[config.mk]
export PLATFORM = sky130hd
export DESIGN_NAME = mvm_front
export DESIGN_NICKNAME = d
export VERILOG_FILES = /design/src/design/mvm_pkg.sv /design/src/design/mvm_front.sv
export SDC_FILE = /design/constraint.sdc
export NUM_CORES = 1
export LEC_CHECK = 0
export BUFFER_PORTS_ARGS = -buffer_cell sky130_fd_sc_hd__clkbuf_2
export CORE_UTILIZATION = 23
export DETAILED_ROUTE_END_ITERATION = 7
export PLACE_DENSITY = 0.88
export SETUP_SLACK_MARGIN = 0.1
export SLEW_MARGIN = 10
export SYNTH_ARGS = -nofsm -noshare
export SYNTH_HDL_FRONTEND = slang
export SYNTH_SLANG_ARGS = --single-unit
export TNS_END_PERCENT = 50
[constraint.sdc]
create_clock -name vclk -period 0.8
set_input_delay 0.08 -clock vclk [all_inputs]
set_output_delay 0.08 -clock vclk [all_outputs]
set_load 0.02 [all_outputs]
[src/design/mvm_pkg.sv]
// ----------------------------------------------------------------------------
// mvm_pkg
// Shared types, codes and widths of the matrix-vector multiply core.
// ----------------------------------------------------------------------------
package mvm_pkg;

  localparam int DEF_MAX_ROWS = 16;
  localparam int DEF_MAX_COLS = 16;
  localparam int QUEUE_DEPTH  = 4;

  localparam int VALUE_W = 16;
  localparam int PROD_W  = 32;
  localparam int SUM_W   = 40;
  localparam int CFG_W   = 5;
  localparam int CFG_AW  = 4;
  localparam int APB_DW  = 32;
  localparam logic [CFG_W-1:0] CFG_RESET = 5'd16;

  localparam logic [1:0] OP_WR_MAT = 2'd0;
  localparam logic [1:0] OP_WR_VEC = 2'd1;
  localparam logic [1:0] OP_MUL    = 2'd2;

  localparam logic [1:0] CMD_MAT = 2'd0;
  localparam logic [1:0] CMD_VEC = 2'd1;
  localparam logic [1:0] CMD_MUL = 2'd2;
  localparam logic [1:0] CMD_MIS = 2'd3;

  localparam logic [1:0] REG_ROWS = 2'd0;
  localparam logic [1:0] REG_COLS = 2'd1;
  localparam logic [1:0] REG_VLEN = 2'd2;

  typedef struct packed {
    logic [CFG_W-1:0] rows;
    logic [CFG_W-1:0] cols;
    logic [CFG_W-1:0] vlen;
  } cfg_t;

  typedef struct packed {
    logic [1:0]         kind;
    logic [3:0]         row;
    logic [3:0]         col;
    logic [VALUE_W-1:0] value;
  } cmd_t;

  typedef struct packed {
    logic       valid;
    logic       first;
    logic       use_prod;
    logic       last_col;
    logic       last;
    logic       mismatch;
    logic [3:0] row;
  } slot_t;

endpackage

[src/design/mvm_front.sv]
// ----------------------------------------------------------------------------
// mvm_front
// Accepts command words, drops ignored ones and classifies the rest.
// ----------------------------------------------------------------------------
module mvm_front import mvm_pkg::*; #(
  parameter int MAX_ROWS = DEF_MAX_ROWS,
  parameter int MAX_COLS = DEF_MAX_COLS
) (
  input  logic               start,
  output logic               busy,
  input  logic [1:0]         operation,
  input  logic [3:0]         row_sel,
  input  logic [3:0]         col_sel,
  input  logic [VALUE_W-1:0] value,
  input  cfg_t               cfg,
  input  logic               q_full,
  output logic               q_push,
  output cmd_t               q_data
);

  logic accept;
  logic row_ok;
  logic col_ok;
  logic keep;

  assign busy   = q_full;
  assign accept = start && !q_full;
  assign row_ok = 32'(row_sel) < 32'(MAX_ROWS);
  assign col_ok = 32'(col_sel) < 32'(MAX_COLS);

  always_comb begin
    keep         = 1'b0;
    q_data.kind  = CMD_MAT;
    q_data.row   = row_sel;
    q_data.col   = col_sel;
    q_data.value = value;
    case (operation)
      OP_WR_MAT: begin
        keep        = row_ok && col_ok;
        q_data.kind = CMD_MAT;
      end
      OP_WR_VEC: begin
        keep        = col_ok;
        q_data.kind = CMD_VEC;
      end
      OP_MUL: begin
        keep        = 1'b1;
        q_data.kind = (cfg.cols != cfg.vlen) ? CMD_MIS : CMD_MUL;
      end
      default: begin
        keep        = 1'b0;
        q_data.kind = CMD_MAT;
      end
    endcase
  end

  assign q_push = accept && keep;

endmodule

-- After elaboration in Yosys (flattened, before gate mapping)
Cells that the tools add are included.
- output and inout bits: 28
- flip-flop bits (word level): 0
- reductions and logical operators: 5
- mux-type cells: 3
- eq/ne operators: 3
- operators by type and width (kind ; count):
    5-bit inequality test ; 1
    2-bit case mux with 2 select lines ; 1
    3-bit OR reduction ; 1
    2-bit by 1-bit equality test with 1-bit output (second input constant) ; 1
    2-bit equality test (second input constant) ; 1
    1-bit logical AND ; 2
    2-bit zero test ; 1
    1-bit 2-to-1 mux ; 2
    1-bit zero test ; 1

-- Logic depth before layout (Yosys ltp)
Gate-level depths: netlist of run 1.
- word-level depth: 4
- gate-level depth with buffers: 4
- gate-level depth less buffers: 4

-- Worst setup path after synthesis of run 1
OpenSTA, ideal clock, no wires.
- path type: input -> output
- from: input port operation[0]
- to: output port q_data[24] (netlist bit)
- arrival: 1.028 ns
- path buffers: 0
- path slack: -0.308 ns
- cell stages on the path: 4
- required time: 0.720 ns
- cells stage by stage: inv_1 > ha_1 > nor2_1 > a211oi_1
- RTL lines (what ; RTL line ; RTL):
    start, declared ; mvm_front.sv:11 ; input logic [1:0] operation,
    end, declared ; mvm_front.sv:18 ; output cmd_t q_data

==> implementation parameters, run 1 <==
Parameter                              Value

Setup path
  CP Capture Type    output port
  Worst Path Max Fanout    1
  Crit start category    input pin
  Highest cell delay on the worst timing path    200 ps
  Critical path's slowest cell    sky130_fd_sc_hd__a211oi_2
  Critical path start-end classification    input pin to output port
  Data arrival time of the critical path    790 ps
  Series of cell instances along the critical path    clkbuf_2, xor2_1, nor3_2, a211oi_2, buf_4
  Req. time, crit path    720 ps

Final layout
  Final net count    83
  Syn-to-layout area delta    13.1%
  Antenna fix cells    0
  Most used cells in the layout excluding fill and tap cells    sky130_fd_sc_hd__clkbuf_2 (14), sky130_fd_sc_hd__xor2_1 (5), sky130_fd_sc_hd__ha_4 (3)
  Core Util, Final    0.295
  Count of sequential standard cells    0
  Layout cell share with drive strength beyond 1    0.829
  Area taken by flip-flops and latches    0 um^2
  Clock buf count    0
  Leading cell type in the layout, fill and taps excluded    sky130_fd_sc_hd__clkbuf_2
  Post-Layout Inst Area    345 um^2

Yosys
  Share of synthesized area occupied by flip-flops and latches    0
  Library cell with the largest summed area after synthesis    sky130_fd_sc_hd__buf_4
  Post-Syn Nets    86
  Count of different cell masters after synthesis    8
  Area share of the largest cell type after synthesis    0.615
  Xor/xnor cell area share of the yosys netlist    0.143
  Mean instance size in the synthesized netlist    7.63 um^2
  Multiplexer share of the synthesized area    0
  Dominant combinational cell family by area after synthesis    buffers and inverters
  Fraction of the mapped netlist area in adder cells    0.123
  Cell area after synthesis    305 um^2
  Synthesized netlist cell count    40
  Synth warnings    0
  Leading cell types by total area after synthesis    sky130_fd_sc_hd__buf_4 (61%), sky130_fd_sc_hd__xor2_1 (14%), sky130_fd_sc_hd__ha_1 (12%)
  Simple-gate share of the synthesized area    0.0697
  Compound-Gate Fraction of Synth Area    0.0246

Timing
  Unrepaired setup endpoints after global routing    yes
  Relative slew slack    0.891
  Hold WS    160 ps
  Final min period    874 ps
  Final Setup Violations    2
  Number of hold-slack violations in the final timing report    0
  Fraction of the cycle the final worst path needs    1.09
  Number of max-slew violations in the final report    0
  Final worst slack    -74.3 ps
  Peak Freq    1.14 GHz
  Worst-margin pin slew    162 ps

Global route
  Maximum number of pins on one net before global-route repair    4
  Overall track demand over capacity in global routing    0.0754
  Total global routing overflow    0
  Wire length of the first global-routing pass    821 um
  Via count of the first global-routing pass    205
  Antenna violations before repair    0

Run status
  Status    complete, but fails checks
  Violations in the final reports    negative setup slack

Die
  Effective utilization at floorplan    0.261
  Row Count    12
  Core region area    0.00117 mm^2
  Count of pins on the block boundary    71
  Die area    0.00148 mm^2
  Vert. Die Dim    38.4 um
  Die span in x    38.4 um

Route
  Detail-routed via count per cell    4.06
  Routed vias    199
  Iteration-0 DRC count of the detailed router    0
  DRC violations left    0
  Wire per inst    10.6 um
  Wire length after detailed routing    519 um
  Drt first pass iters    1
  Antenna-violating nets left    0

Placed design
  Placed cell areas    253 um^2
  Global placer's final weighted congestion    0.621
  Post-detail-place hpwl    354 um
  Number of I/O port buffers    18

Pwr
  Sequential power share    0
  Net switching power    0.0776 mW
  Power density relative to cell area    503 mW/mm^2
  Switching share of power    0.446
  Overall power    0.174 mW
  Portion of total power attributed to the clock network    0
  Pint    0.0962 mW
  Static leakage    0.165 nW
  Comb power frac    1.000
  Peak VDD IR    0.202 mV

Hold path
  Class of the worst hold path    input pin to output port
  Destination of the worst hold path    q_data[13]
  Worst hold stages    0
  Beginning of the worst hold path    value[13]

Run
  Max-cap viol count    0

CTS
  Post-CTS repair timing setup buffer count    0
-- cells in the mapped netlist --
cell	instances
sky130_fd_sc_hd__nor2_1	1
sky130_fd_sc_hd__a211oi_1	1
sky130_fd_sc_hd__xor2_1	5
sky130_fd_sc_hd__nor3b_1	1
sky130_fd_sc_hd__inv_1	2
sky130_fd_sc_hd__buf_4	25
sky130_fd_sc_hd__ha_1	3
sky130_fd_sc_hd__nor3_1	2
-- metal layers --
layer  share of wire  vias up  routed length, um  global-route usage
met1            0.26       93                137              0.0616
met4               0        0                  0              0.0259
met5               0        -                  0                   0
li1                -       89                  -                   -
met3            0.17        0                 88              0.0349
met2            0.57       17                294               0.153
-- layout make-up --
class,count,area (um^2)
multi-input cells,13,168
well taps,14,17.5
inverters,2,12.5
repair buffers,20,148
fillers,134,826
-- worst max path at each step --
stage | end | slack [ps] | startpoint
final | q_data[24] | -70 | cfg[6]
after detailed placement | q_data[24] | -190 | operation[1]
after CTS | q_data[24] | -100 | cfg[6]
after global routing | q_data[24] | -130 | cfg[7]
after floorplan | q_data[24] | -40 | operation[0]
after global placement | q_data[24] | -150 | operation[0]
-- power by group through the flow --
stage	Sequential, mW	Clock (mW)	Combinational, mW
global route	0	0	0.188
floorplan	0	0	0.240
global placement	0	0	0.120
CTS	0	0	0.169
finish	0	0	0.174
detailed placement	0	0	0.124
-- worst max-delay path: cells and delay by family --
kind / cells / cell delay (ps)
xor gates and xnor gates: 1 / 180
buffers and inverters: 2 / 260
and+or+nand+nor: 1 / 70
AOI/OAI and AO/OA: 1 / 200
-- metrics by stage --
step	worst slack, ps	std cells	setup TNS, ps
3_5_place_dp	-187	49	-293
4_1_cts	-97.7	49	-175
3_3_place_gp	-148	49	-250
6_report	-74.3	49	-107
2_1_floorplan	-38.8	40	-38.8
5_1_grt	-127	49	-193
-- logic make-up after synthesis --
| logic type | count (synthesis) |
|---|---|
| and+or+nand+nor | 4 |
| buffers and inverters | 27 |
| xor gates and xnor gates | 5 |
| AOI/OAI and AO/OA | 1 |
| adders and majority gates | 3 |
-- what timing repair did --
| item | CTS | global route |
|---|---|---|
| hold buffers | 0 | 0 |
| gates resized for setup | 17 | 4 |
| pin swaps | 3 | 4 |
| cloned | 0 | 0 |
| endpoints found under the setup margin | 2 | 2 |
| endpoints found under the hold margin | 0 | 0 |
Note: power is estimated with default switching activity, not from simulation.
==> run 2: changes to the inputs <==
clock period = 0.9 ns   (was 0.8 ns; I/O delays follow)
==> run 2 against run 1 <==
Against the previous run:
- the run still ends with negative setup slack left
- global-route usage fell by 0.48 points
- wire length fell by 3.3%
- combinational power fell by 6%
- setup slack improved by 73 ps
- critical path depth did not move
- final cell count did not move
- flip-flop and latch count did not move
- count of clock-buffer cells in the layout did not move
- via count fell by 3.0%
- critical endpoint unchanged
==> implementation parameters, run 2 (same netlist as run 1, synthesis figures left out) <==
Parameter                              Value

Run status
  Status    complete, but fails checks
  Violations in the final reports    negative setup slack

Pwr
  Switching share of power    0.441
  Net switching power    0.0720 mW
  Comb power frac    1.000
  Pint    0.0912 mW
  Peak VDD IR    0.170 mV
  Portion of total power attributed to the clock network    0
  Sequential power share    0
  Power density relative to cell area    444 mW/mm^2
  Overall power    0.163 mW
  Static leakage    0.173 nW

Timing
  Sum of negative setup slack    -0.988 ps
  Unrepaired setup endpoints after global routing    yes
  Number of max-slew violations in the final report    0
  Number of hold-slack violations in the final timing report    0
  Final worst slack    -0.988 ps
  Relative slew slack    0.893
  Final Setup Violations    1
  Final min period    901 ps
  Worst-margin pin slew    160 ps
  Fraction of the cycle the final worst path needs    1.00
  Peak Freq    1.11 GHz

Global route
  Via count of the first global-routing pass    193
  Maximum number of pins on one net before global-route repair    4
  Overall track demand over capacity in global routing    0.0706
  Antenna violations before repair    0
  Total global routing overflow    0
  Wire length of the first global-routing pass    765 um

Final layout
  Most used cells in the layout excluding fill and tap cells    sky130_fd_sc_hd__clkbuf_2 (14), sky130_fd_sc_hd__xor2_1 (5), sky130_fd_sc_hd__ha_4 (3)
  Antenna fix cells    0
  Area occupied by multi-input gates    168 um^2
  Number of filler instances in the final layout    119
  Syn-to-layout area delta    20.5%
  Count of sequential standard cells    0
  Area taken by flip-flops and latches    0 um^2
  Layout cell share with drive strength beyond 1    0.829
  Final net count    83
  Post-Layout Inst Area    368 um^2
  Clock buf count    0
  Leading cell type in the layout, fill and taps excluded    sky130_fd_sc_hd__clkbuf_2
  Count of placed standard cells in the final layout, fillers left out    49

Route
  Routed vias    193
  DRC violations left    0
  Antenna-violating nets left    0
  Iteration-0 DRC count of the detailed router    1
  Wire per inst    10.2 um
  Detail-routed via count per cell    3.94
  Wire length after detailed routing    502 um
  Drt first pass iters    2

Placed design
  Number of I/O port buffers    18
  Placed cell areas    253 um^2
  Global placer's final weighted congestion    0.625
  Minimum setup slack after placement    -128 ps
  Cell total after placement    49

Hold path
  Destination of the worst hold path    q_data[13]
  Worst hold stages    0
  Beginning of the worst hold path    value[13]
  Class of the worst hold path    input pin to output port

Die
  Count of pins on the block boundary    71
  Die span in x    38.4 um
  Die area    0.00148 mm^2
  Core region area    0.00117 mm^2
  Effective utilization at floorplan    0.261
  Vert. Die Dim    38.4 um
  Row Count    12

Setup path
  Critical path startpoint    operation[0]
  Req. time, crit path    810 ps
  Worst Path Max Fanout    3
  Crit start category    input pin
  Data arrival time of the critical path    810 ps
  CP Capture Type    output port
  Critical path start-end classification    input pin to output port

Run
  Max-cap viol count    0

CTS
  Number of buffers inserted by hold repair at cts    0
-- run 2: metal layers --
metal	part of all wire	wire (um)	global-route usage
met5	0	0	0
met4	0	0	0.0259
met3	0.17	87	0.0349
met2	0.58	292	0.144
met1	0.24	122	0.0548
-- run 2: worst max-delay path by stage --
stage            endpoint  cells after the start
2_1_floorplan  q_data[24]                      3
3_3_place_gp   q_data[24]                      6
3_5_place_dp   q_data[24]                      6
4_1_cts        q_data[24]                      6
5_1_grt        q_data[24]                      6
6_report       q_data[24]                      5
-- run 2: final cells by class --
cell class | instances | share of cell area
inverter | 2 | 0.0680
tap | 14 | 0.0476
multi-input combinational | 13 | 0.456
timing repair buffer | 20 | 0.429
-- run 2: stage by stage --
stage,hold WS [ps],util
6_report,180,0.314
2_1_floorplan,231,-
3_3_place_gp,180,0.216
4_1_cts,180,0.301
5_1_grt,180,0.314
3_5_place_dp,180,0.216
-- run 2: power by group through the flow --
stage          Combinational [mW]  Clock (mW)  Sequential, mW
6_report                    0.163           0               0
4_1_cts                     0.154           0               0
2_1_floorplan               0.213           0               0
3_3_place_gp                0.107           0               0
5_1_grt                     0.175           0               0
3_5_place_dp                0.110           0               0
-- run 2: repair_timing --
action | in CTS | in global routing
gates cloned | 0 | 0
pin swaps | 3 | 4
setup endpoints to repair | 2 | 2
buffers inserted | 0 | 0
resized for setup | 18 | 7
-- run 2: critical path, cell delays in order --
cell and delay, ps:
sky130_fd_sc_hd__clkbuf_16 140, sky130_fd_sc_hd__inv_6 50, sky130_fd_sc_hd__ha_4 190, sky130_fd_sc_hd__a211oi_2 180
sky130_fd_sc_hd__buf_4 170
