[config.mk]
export PLATFORM = sky130hd
export DESIGN_NAME = mvm_queue
export DESIGN_NICKNAME = d
export VERILOG_FILES = /design/src/design/mvm_pkg.sv /design/src/design/mvm_queue.sv
export SDC_FILE = /design/constraint.sdc
export NUM_CORES = 1
export LEC_CHECK = 0
export BUFFER_PORTS_ARGS = -buffer_cell sky130_fd_sc_hd__buf_2
export CAP_MARGIN = 20
export CORE_MARGIN = 3
export CORE_UTILIZATION = 30
export CTS_CLUSTER_DIAMETER = 30
export DETAILED_ROUTE_END_ITERATION = 16
export PLACE_DENSITY = 0.5
export SLEW_MARGIN = 0
export SYNTH_ARGS = -nofsm -noshare
export SYNTH_HDL_FRONTEND = slang
export SYNTH_SLANG_ARGS = --single-unit
[constraint.sdc]
create_clock -name clk -period 3.69 [get_ports clk]
set_input_delay 0.1845 -clock clk [delete_from_list [all_inputs] [get_ports clk]]
set_output_delay 0.1845 -clock clk [all_outputs]
set_load 0.01 [all_outputs]
[src/design/mvm_pkg.sv]
// ----------------------------------------------------------------------------
// mvm_pkg
// Shared types, codes and widths of the matrix-vector multiply core.
// ----------------------------------------------------------------------------
package mvm_pkg;

  localparam int DEF_MAX_ROWS = 16;
  localparam int DEF_MAX_COLS = 16;
  localparam int QUEUE_DEPTH  = 4;

  localparam int VALUE_W = 16;
  localparam int PROD_W  = 32;
  localparam int SUM_W   = 40;
  localparam int CFG_W   = 5;
  localparam int CFG_AW  = 4;
  localparam int APB_DW  = 32;
  localparam logic [CFG_W-1:0] CFG_RESET = 5'd16;

  localparam logic [1:0] OP_WR_MAT = 2'd0;
  localparam logic [1:0] OP_WR_VEC = 2'd1;
  localparam logic [1:0] OP_MUL    = 2'd2;

  localparam logic [1:0] CMD_MAT = 2'd0;
  localparam logic [1:0] CMD_VEC = 2'd1;
  localparam logic [1:0] CMD_MUL = 2'd2;
  localparam logic [1:0] CMD_MIS = 2'd3;

  localparam logic [1:0] REG_ROWS = 2'd0;
  localparam logic [1:0] REG_COLS = 2'd1;
  localparam logic [1:0] REG_VLEN = 2'd2;

  typedef struct packed {
    logic [CFG_W-1:0] rows;
    logic [CFG_W-1:0] cols;
    logic [CFG_W-1:0] vlen;
  } cfg_t;

  typedef struct packed {
    logic [1:0]         kind;
    logic [3:0]         row;
    logic [3:0]         col;
    logic [VALUE_W-1:0] value;
  } cmd_t;

  typedef struct packed {
    logic       valid;
    logic       first;
    logic       use_prod;
    logic       last_col;
    logic       last;
    logic       mismatch;
    logic [3:0] row;
  } slot_t;

endpackage

[src/design/mvm_queue.sv]
// ----------------------------------------------------------------------------
// mvm_queue
// Short command queue between the front and the back.
// ----------------------------------------------------------------------------
module mvm_queue import mvm_pkg::*; (
  input  logic clk,
  input  logic rst,
  input  logic push,
  input  cmd_t push_data,
  input  logic pop,
  output cmd_t pop_data,
  output logic full,
  output logic empty
);

  localparam int PW = (QUEUE_DEPTH > 1) ? $clog2(QUEUE_DEPTH) : 1;
  localparam int CW = $clog2(QUEUE_DEPTH + 1);

  cmd_t          entry [QUEUE_DEPTH];
  logic [PW-1:0] wptr;
  logic [PW-1:0] rptr;
  logic [CW-1:0] count;

  assign full     = count == CW'(QUEUE_DEPTH);
  assign empty    = count == '0;
  assign pop_data = entry[rptr];

  always_ff @(posedge clk) begin
    if (push) begin
      entry[wptr] <= push_data;
    end
  end

  always_ff @(posedge clk) begin
    if (rst) begin
      wptr  <= '0;
      rptr  <= '0;
      count <= '0;
    end else begin
      if (push) begin
        wptr <= (wptr == PW'(QUEUE_DEPTH - 1)) ? '0 : wptr + 1'b1;
      end
      if (pop) begin
        rptr <= (rptr == PW'(QUEUE_DEPTH - 1)) ? '0 : rptr + 1'b1;
      end
      if (push && !pop) begin
        count <= count + 1'b1;
      end else if (pop && !push) begin
        count <= count - 1'b1;
      end
    end
  end

  a_no_overflow: assert property (@(posedge clk) disable iff (rst) full |-> !push)
    else $error("queue push while full");
  a_no_underflow: assert property (@(posedge clk) disable iff (rst) empty |-> !pop)
    else $error("queue pop while empty");

endmodule

# --- Yosys cells after proc, flatten, opt, wreduce, memory -nomap -nowiden ---
# Memory sizes are Yosys's and may differ from the RTL's. A register that Yosys moved wholly into a read port is not among the register bits.
# Index checks and enable logic that the tools add are counted.
classes:
  addsub: 4
  eq_ne: 3
  muxes: 8
  n_reduce_logical: 6
ops:
  columns: ["op", "n"]
  rows:
  - ["2-bit 2-to-1 mux", 4]
  - ["3-bit 2-to-1 mux", 2]
  - ["2-bit by 1-bit adder with 2-bit output, second input constant", 2]
  - ["2-bit equality test, second input constant", 2]
  - ["3-bit by 1-bit adder with 3-bit output, second input constant", 1]
  - ["3-bit equality test, second input constant", 1]
  - ["3-bit zero test", 1]
  - ["3-bit by 1-bit subtractor with 3-bit output, second input constant", 1]
  - ["1-bit logical AND", 2]
  - ["1-bit zero test", 2]
  - ["1-bit 2-to-1 mux", 2]
  - ["2-bit nonzero test", 1]
word_totals:
  register_bits: 7
  ramBits: 104
  input_bits: 30
  out_inout_bits: 28
  wordCells: 25
  n_memories: 1
memory_table:
  columns: ["memory", "depth", "word_bits", "read_ports", "rd_clocked_by_memory_dff", "write_ports", "line_no", "text"]
  rows:
  - ["entry", 4, 26, 1, 1, 1, "mvm_queue.sv:19", "cmd_t entry [QUEUE_DEPTH];"]

# --- Longest topological paths before layout ---
# Gate-level depths: netlist of run 1.
logic_depth:
  ltp_word: 4
  depth_mapped: 7
  depth_no_buf: 7

# --- Least setup slack after synthesis of run 1 ---
# Ideal clock, no wire load.
synth_path:
  path_kind: "register to register"
  startpoint: "register wptr[0]"
  endpoint: "memory entry[3][0] (netlist name) (enable)"
  arrival_ns: 1.207
  required_ns: 3.305
  setup_slack_ns: 2.098
  stages_incl_launch_ff: 3
  path_buffers: 0
  synth_period_minus_slack_ns: 1.592
  cell_sequence: "dfxtp_1 > ha_1 > and2_1"
synth_rtl:
  columns: ["element", "line_no", "text"]
  rows:
  - ["start, declared", "mvm_queue.sv:20", "logic [PW-1:0] wptr;"]
  - ["start signal, assigned", "mvm_queue.sv:41", "wptr <= (wptr == PW'(QUEUE_DEPTH - 1)) ? '0 : wptr + 1'b1;"]
  - ["end, declared", "mvm_queue.sv:19", null]
# Straight into the memory's write port.

==> results of run 1 <==
-- cells by family after synthesis --
logic type | share of synthesized area, %
DFF | 77.9
muxes | 15.3
and+or+nand+nor | 1.83
buffers and inverters | 1.92
adders and majority gates | 2.24
AOI/OAI and AO/OA | 0.354
xor gates and xnor gates | 0.413
-- state kept, by name, summed over array words and instances, names as in the netlist, named ones only --
register,cells
count,3
entry,104
rptr,2
wptr,2
-- area by class of cell --
class                           count  area, µm²  area share, %
Sequential cell                   113       3310           59.7
Multi-Input combinational cell     57        858           15.5
Timing Repair Buffer               80        515           9.31
Clock buffer                       17        425           7.69
Tap cell                          176        220           3.98
Clock inverter                     13        194           3.50
Inverter                            4       15.0          0.271
-- cell usage after synthesis --
cell type    n
edfxtp_1   104
mux4_1       6
or3_1        1
buf_6        1
ha_1         6
clkbuf_2     1
mux2i_1      4
buf_12       2
a21oi_1      2
inv_1        4
buf_2        2
nor3_1       1
nor2_1       7
nor3b_1      2
xor2_1       2
mux4_2      20
fa_1         1
and2_1       4
o21ai_0      1
dfxtp_1      9
-- per-stage QoR --
step           total power [µW]  utilization, %
6_report                   3450            41.0
5_1_grt                    3580            41.0
4_1_cts                    3490            41.0
3_5_place_dp               1770            34.7
3_3_place_gp               1760            34.7
2_1_floorplan              1660               -
-- report_power, final --
part | total [µW] | internal (µW) | switching, µW
Combinational | 243 | 127 | 116
Clock | 1700 | 1180 | 526
Sequential | 1510 | 1470 | 40.1
-- metal layers --
| layer | vias to the layer above | share of wire, % | track usage, % |
|---|---|---|---|
| li1 | 938 | - | - |
| met3 | 15 | 5.1 | 3.69 |
| met1 | 1004 | 42 | 12.2 |
| met2 | 51 | 51 | 17.1 |
| met4 | 0 | 2.1 | 5.36 |
| met5 | - | 0 | 0 |
-- worst paths after layout --
path	from	end	slack, ns	cells after the start
worst min-delay path	push_data[6]	entry[3][6]	0.01	1
worst max register to register	wptr[0]	entry[0][24]	2.07	3
worst min register to register	count[2]	count[2]	0.50	2
worst max-delay path	flop	pop_data[7]	1.30	2
==> run summary, run 1 <==
Outcome = complete, no violations
Non-filler instance count after layout = 460
WS Path Type = reg2out
Final Max Slew Viols = 0
Die Wd = 125 µm
Detailed placement HPWL = 4.40 mm
Antenna Cells = 0
Reg clk slew, reported paths = 0.05 ns
First-pass GRT wire length = 12.1 mm
Most common cell after layout, fill and taps aside = edfxtp_1
Clock buffer depth = 2
Final setup skew = 0.00565 ns
Max-cap violations = 0
Mapped Avg Cell Area = 23.5 µm²
Tot GR Track Use = 10.5%
CTS buffer count = 17
Final instance area = 5530 µm²
Dominant cell type by area after synthesis = edfxtp_1
Worst slew margin = 35.5%
Fmax = 418 MHz
Die height = 125 µm
Drc violations = 0
Worst EP arrival = 2.21 ns
GRT overflow = 0
Fillers = 1209
DR vias = 2008
# nets final = 310
Post-route clock period utilization = 64.8%
RSZ-0062 raised after global routing = false
Fin crit period = 2.39 ns
Max incr delay on CP = 0.96 ns
Seq cells post-synth = 113
Worst Path Required = 3.51 ns
Post_cts resized = 0
Syn_nets = 217
Leakage = 0.00195 µW
Worst-margin pin slew = 0.967 ns
Area contributors post-synth = edfxtp_1 74%, mux4_2 11%, dfxtp_1 4.3%
P&R area growth vs syn = 30.6%
Critical path's slowest cell = dfxtp_2
PortBufs = 57
Crit end category = output port
Die area = 15600 µm²
Setup TNS = 0 ns
Final ANT Viol Nets = 0
CTS root buf = clkbuf_16
Ports = 58
Total Wirelength = 7.60 mm
Gpl congestion = 0.638
Crit-path leading delay family = flip-flops
Post-CTS Setup Bufs = 0
Pin count of the biggest net entering global routing = 27
WHS = 0.0134 ns
Synth Warn # = 0
H-tree depth = 4
Max IR drop VDD = 0.383 mV
# hold bufs at CTS = 23
Vias in the first global route = 2183
Hold Path Class = in2reg
WP buf/inv = 1
Worst skew pair latency = 0.40 ns
Setup WS post-layout = 1.30 ns
CP Cell Sequence = mux4_1 > buf_2
Clk sink count = 113
Seq/Total Area, Yosys = 77.9%
DR vias/cell = 4.37
Post-Syn Instances = 180
Most frequent cells in the layout = 104 x edfxtp_1, 57 x buf_2, 23 x dlygate4sd3_1
Post-DR wirelength/cell = 16.5 µm
Pre-CTS worst setup slack = 1.63 ns
Final Hold Viols = 0
Placed cell area = 4680 µm²
Starting Density = 31.4%
Synth top area share = 73.7%
Cell Rows = 42
Final Setup Violations = 0
Pre-antenna DRT Iters = 4
Startpoint Class = flop
Share of layout cells above drive strength 1 = 38.7%
Cell area after synthesis = 4240 µm²
CP Max Fanout = 26
Initial antenna violation count = 0
CTS tree = built
Placed cell count = 407
Core box area = 13500 µm²
DR iter-0 viols = 166
Power Density = 624 nW/µm²
Unique masters post-synth = 20
Note: power is estimated with default switching activity, not from simulation.
==> run 2, diff against run 1 <==
--- a/config.mk
+++ b/config.mk
@@ -5,13 +5,14 @@
 export SDC_FILE = /design/constraint.sdc
 export NUM_CORES = 1
 export LEC_CHECK = 0
+export ABC_AREA = 1
 export BUFFER_PORTS_ARGS = -buffer_cell sky130_fd_sc_hd__buf_2
 export CAP_MARGIN = 20
 export CORE_MARGIN = 3
 export CORE_UTILIZATION = 30
 export CTS_CLUSTER_DIAMETER = 30
 export DETAILED_ROUTE_END_ITERATION = 16
-export PLACE_DENSITY = 0.5
+export PLACE_DENSITY = 0.52
 export SLEW_MARGIN = 0
 export SYNTH_ARGS = -nofsm -noshare
 export SYNTH_HDL_FRONTEND = slang
==> constraint.sdc (replaced) <==
create_clock -name clk -period 2.2 [get_ports clk]
set_input_delay 0.11 -clock clk [delete_from_list [all_inputs] [get_ports clk]]
set_output_delay 0.11 -clock clk [all_outputs]
set_load 0.01 [all_outputs]
==> run 2 against run 1 <==
  * Power is 64% higher
  * Non-clock buffer count is 12 higher
  * First-iteration DRC count is 39% higher
  * Clock power is 55% higher
  * Count of clock-buffer cells in the layout is 4 higher
  * Setup slack worse by 0.99 ns
  * Largest cell class unchanged
==> run summary, run 2 <==
R2r setup slk = 0.66 ns
Synth cell count leaders = 104 x edfxtp_1, 60 x nor2_1, 33 x o21ai_0, 26 x o22ai_1, 22 x o21ai_1
Syn_nets = 347
Total Wirelength = 8.91 mm
Worst Reg-to-Reg Cells = 5
Clock buffer depth = 2
Most common cell after layout, fill and taps aside = edfxtp_1
Worst slew margin = 63.7%
Pin count of the biggest net entering global routing = 53
Detailed placement HPWL = 5.46 mm
Post-route clock period utilization = 86.0%
Final Max Slew Viols = 0
P&R area growth vs syn = 31.0%
Seq/Total Area, Yosys = 76.4%
Unique masters post-synth = 20
Pre-CTS worst setup slack = 0.629 ns
Outcome = complete, no violations
Clk sink count = 113
Dominant cell type by area after synthesis = edfxtp_1
RSZ-0062 raised after global routing = false
Post-synthesis async set-or-reset flop share = 0%
Final setup skew = 0.00686 ns
Vias in the first global route = 2697
Worst Path Required = 2.09 ns
Worst r2r src = wptr[0]
Fmax = 528 MHz
Final Setup Violations = 0
Mapped Avg Cell Area = 14.0 µm²
Crit end category = output port
Most frequent cells in the layout = 104 x edfxtp_1, 60 x nor2_1, 57 x buf_2
Die Wd = 126 µm
Ports = 58
Starting Density = 30.9%
Worst EP arrival = 1.78 ns
First-pass GRT wire length = 14.5 mm
Die height = 126 µm
Synth Warn # = 0
CTS root buf = clkbuf_16
PortBufs = 57
# nets final = 443
Die area = 15900 µm²
Startpoint Class = flop
Post-synth top flop = edfxtp_1
DR vias = 2703
Seq cells post-synth = 113
Hold Path Class = in2reg
Max-cap violations = 0
Worst skew pair latency = 0.40 ns
Tot GR Track Use = 11.9%
Worst setup endpoint = pop_data[6]
Post-Syn Instances = 310
Max IR drop VDD = 0.399 mV
Power Density = 998 nW/µm²
Antenna Cells = 0
Largest Register = entry
CTS buffer count = 17
Post-DR wirelength/cell = 14.9 µm
Gpl congestion = 0.687
Share of layout cells above drive strength 1 = 22.4%
GRT overflow = 0
Fin crit period = 1.89 ns
Synth top area share = 72.2%
Number of synthesized flops with an enable pin = 104
Reg clk slew, reported paths = 0.05 ns
Pre-antenna DRT Iters = 4
Worst-margin pin slew = 0.544 ns
Placed cell area = 4820 µm²
Cell Rows = 43
Initial antenna violation count = 0
Fillers = 1306
Cell area after synthesis = 4330 µm²
Reg-to-reg critical path endpoint = entry[0][15]
CTS tree = built
Largest registers = entry (104), count (3)
Final instance area = 5670 µm²
Leakage = 0.00209 µW
Drc violations = 0
CP Max Fanout = 17
Count leader, synth = edfxtp_1
DR iter-0 viols = 230
Setup WS post-layout = 0.307 ns
H-tree depth = 4
DR vias/cell = 4.51
Area contributors post-synth = edfxtp_1 72%, nor2_1 5.2%, dfxtp_1 4.2%
Final ANT Viol Nets = 0
Setup TNS = 0 ns
Core box area = 14000 µm²
Final Hold Viols = 0
WS Path Type = reg2out
Max reg flops = 104
==> run 2: cell types whose count changed after synthesis, moves of 3 or more <==
cell / change
nor2_1: +53
mux4_2: -20
nor3_1: +3
inv_1: +10
and2_1: -4
mux4_1: -6
o21ai_1: +22
o21ai_0: +32
nand2_1: +8
mux2i_1: -4
o22ai_1: +26
buf_4: +9
==> run 2: cell type report <==
cell class | instances | area [µm²] | share of cell area [%]
Clock buffer | 21 | 440 | 7.77
Clock inverter | 11 | 139 | 2.45
Inverter | 16 | 62.6 | 1.10
Multi-Input combinational cell | 166 | 843 | 14.9
Sequential cell | 113 | 3300 | 58.3
Tap cell | 180 | 225 | 3.97
Timing Repair Buffer | 92 | 653 | 11.5
==> run 2: metrics by stage <==
| step | util [%] | power (µW) | hold WS, ns | std cells |
|---|---|---|---|---|
| after floorplan | - | 2820 | 0.182 | 310 |
| after global routing | 40.5 | 5880 | 0.0932 | 599 |
| final | 40.5 | 5660 | 0.0786 | 599 |
| after global placement | 34.4 | 3020 | 0.328 | 540 |
| after CTS | 40.5 | 5720 | 0.0674 | 599 |
| after detailed placement | 34.4 | 3030 | 0.329 | 540 |
==> run 2: where the power goes <==
group / internal, µW / switching [µW] / leakage (µW)
logic: 205 / 315 / 0.000788
registers: 2450 / 37.2 / 0.00103
clock network: 1760 / 879 / 0.000272
total: 4420 / 1230 / 0.00209
==> run 2: timing repair <==
action,CTS,global route
buffers inserted,0,0
resized for setup,0,0
hold endpoints to repair,108,0
hold buffers,27,0
==> run 2: critical path, stage by stage (launching register included) <==
cell and delay (ns):
dfxtp_1 0.56, buf_4 0.32, o21ai_0 0.12, o22ai_1 0.22, buf_2 0.17
==> run 2: metal layers <==
| layer | up-vias | track usage [%] | part of all wire (%) |
|---|---|---|---|
| met5 | - | 0 | 0 |
| met4 | 0 | 4.54 | 1.1 |
| met3 | 7 | 3.99 | 4.6 |
| met2 | 67 | 17.7 | 46 |
| met1 | 1290 | 16.1 | 48 |
| li1 | 1339 | - | - |
==> run 2: kinds of logic (layout without fill, tap and decap cells) <==
family,after synthesis,count (layout),synth area share [%]
buffers and inverters,31,140,4.14
adders and majority gates,7,7,2.20
DFF,113,113,76.4
xor gates and xnor gates,1,1,0.203
AOI/OAI and AO/OA,84,84,10.5
and+or+nand+nor,74,74,6.62
==> run 2: how the worst min path moves through the flow <==
stage | from | endpoint | slack, ns | depth (start not counted)
floorplan | rst | count[0] | 0.18 | 1
global placement | push_data[19] | entry[0][19] | 0.33 | 1
detailed placement | push_data[12] | entry[3][12] | 0.33 | 1
CTS | pop | rptr[1] | 0.07 | 3
global route | pop | rptr[1] | 0.09 | 3
finish | pop | rptr[1] | 0.08 | 3
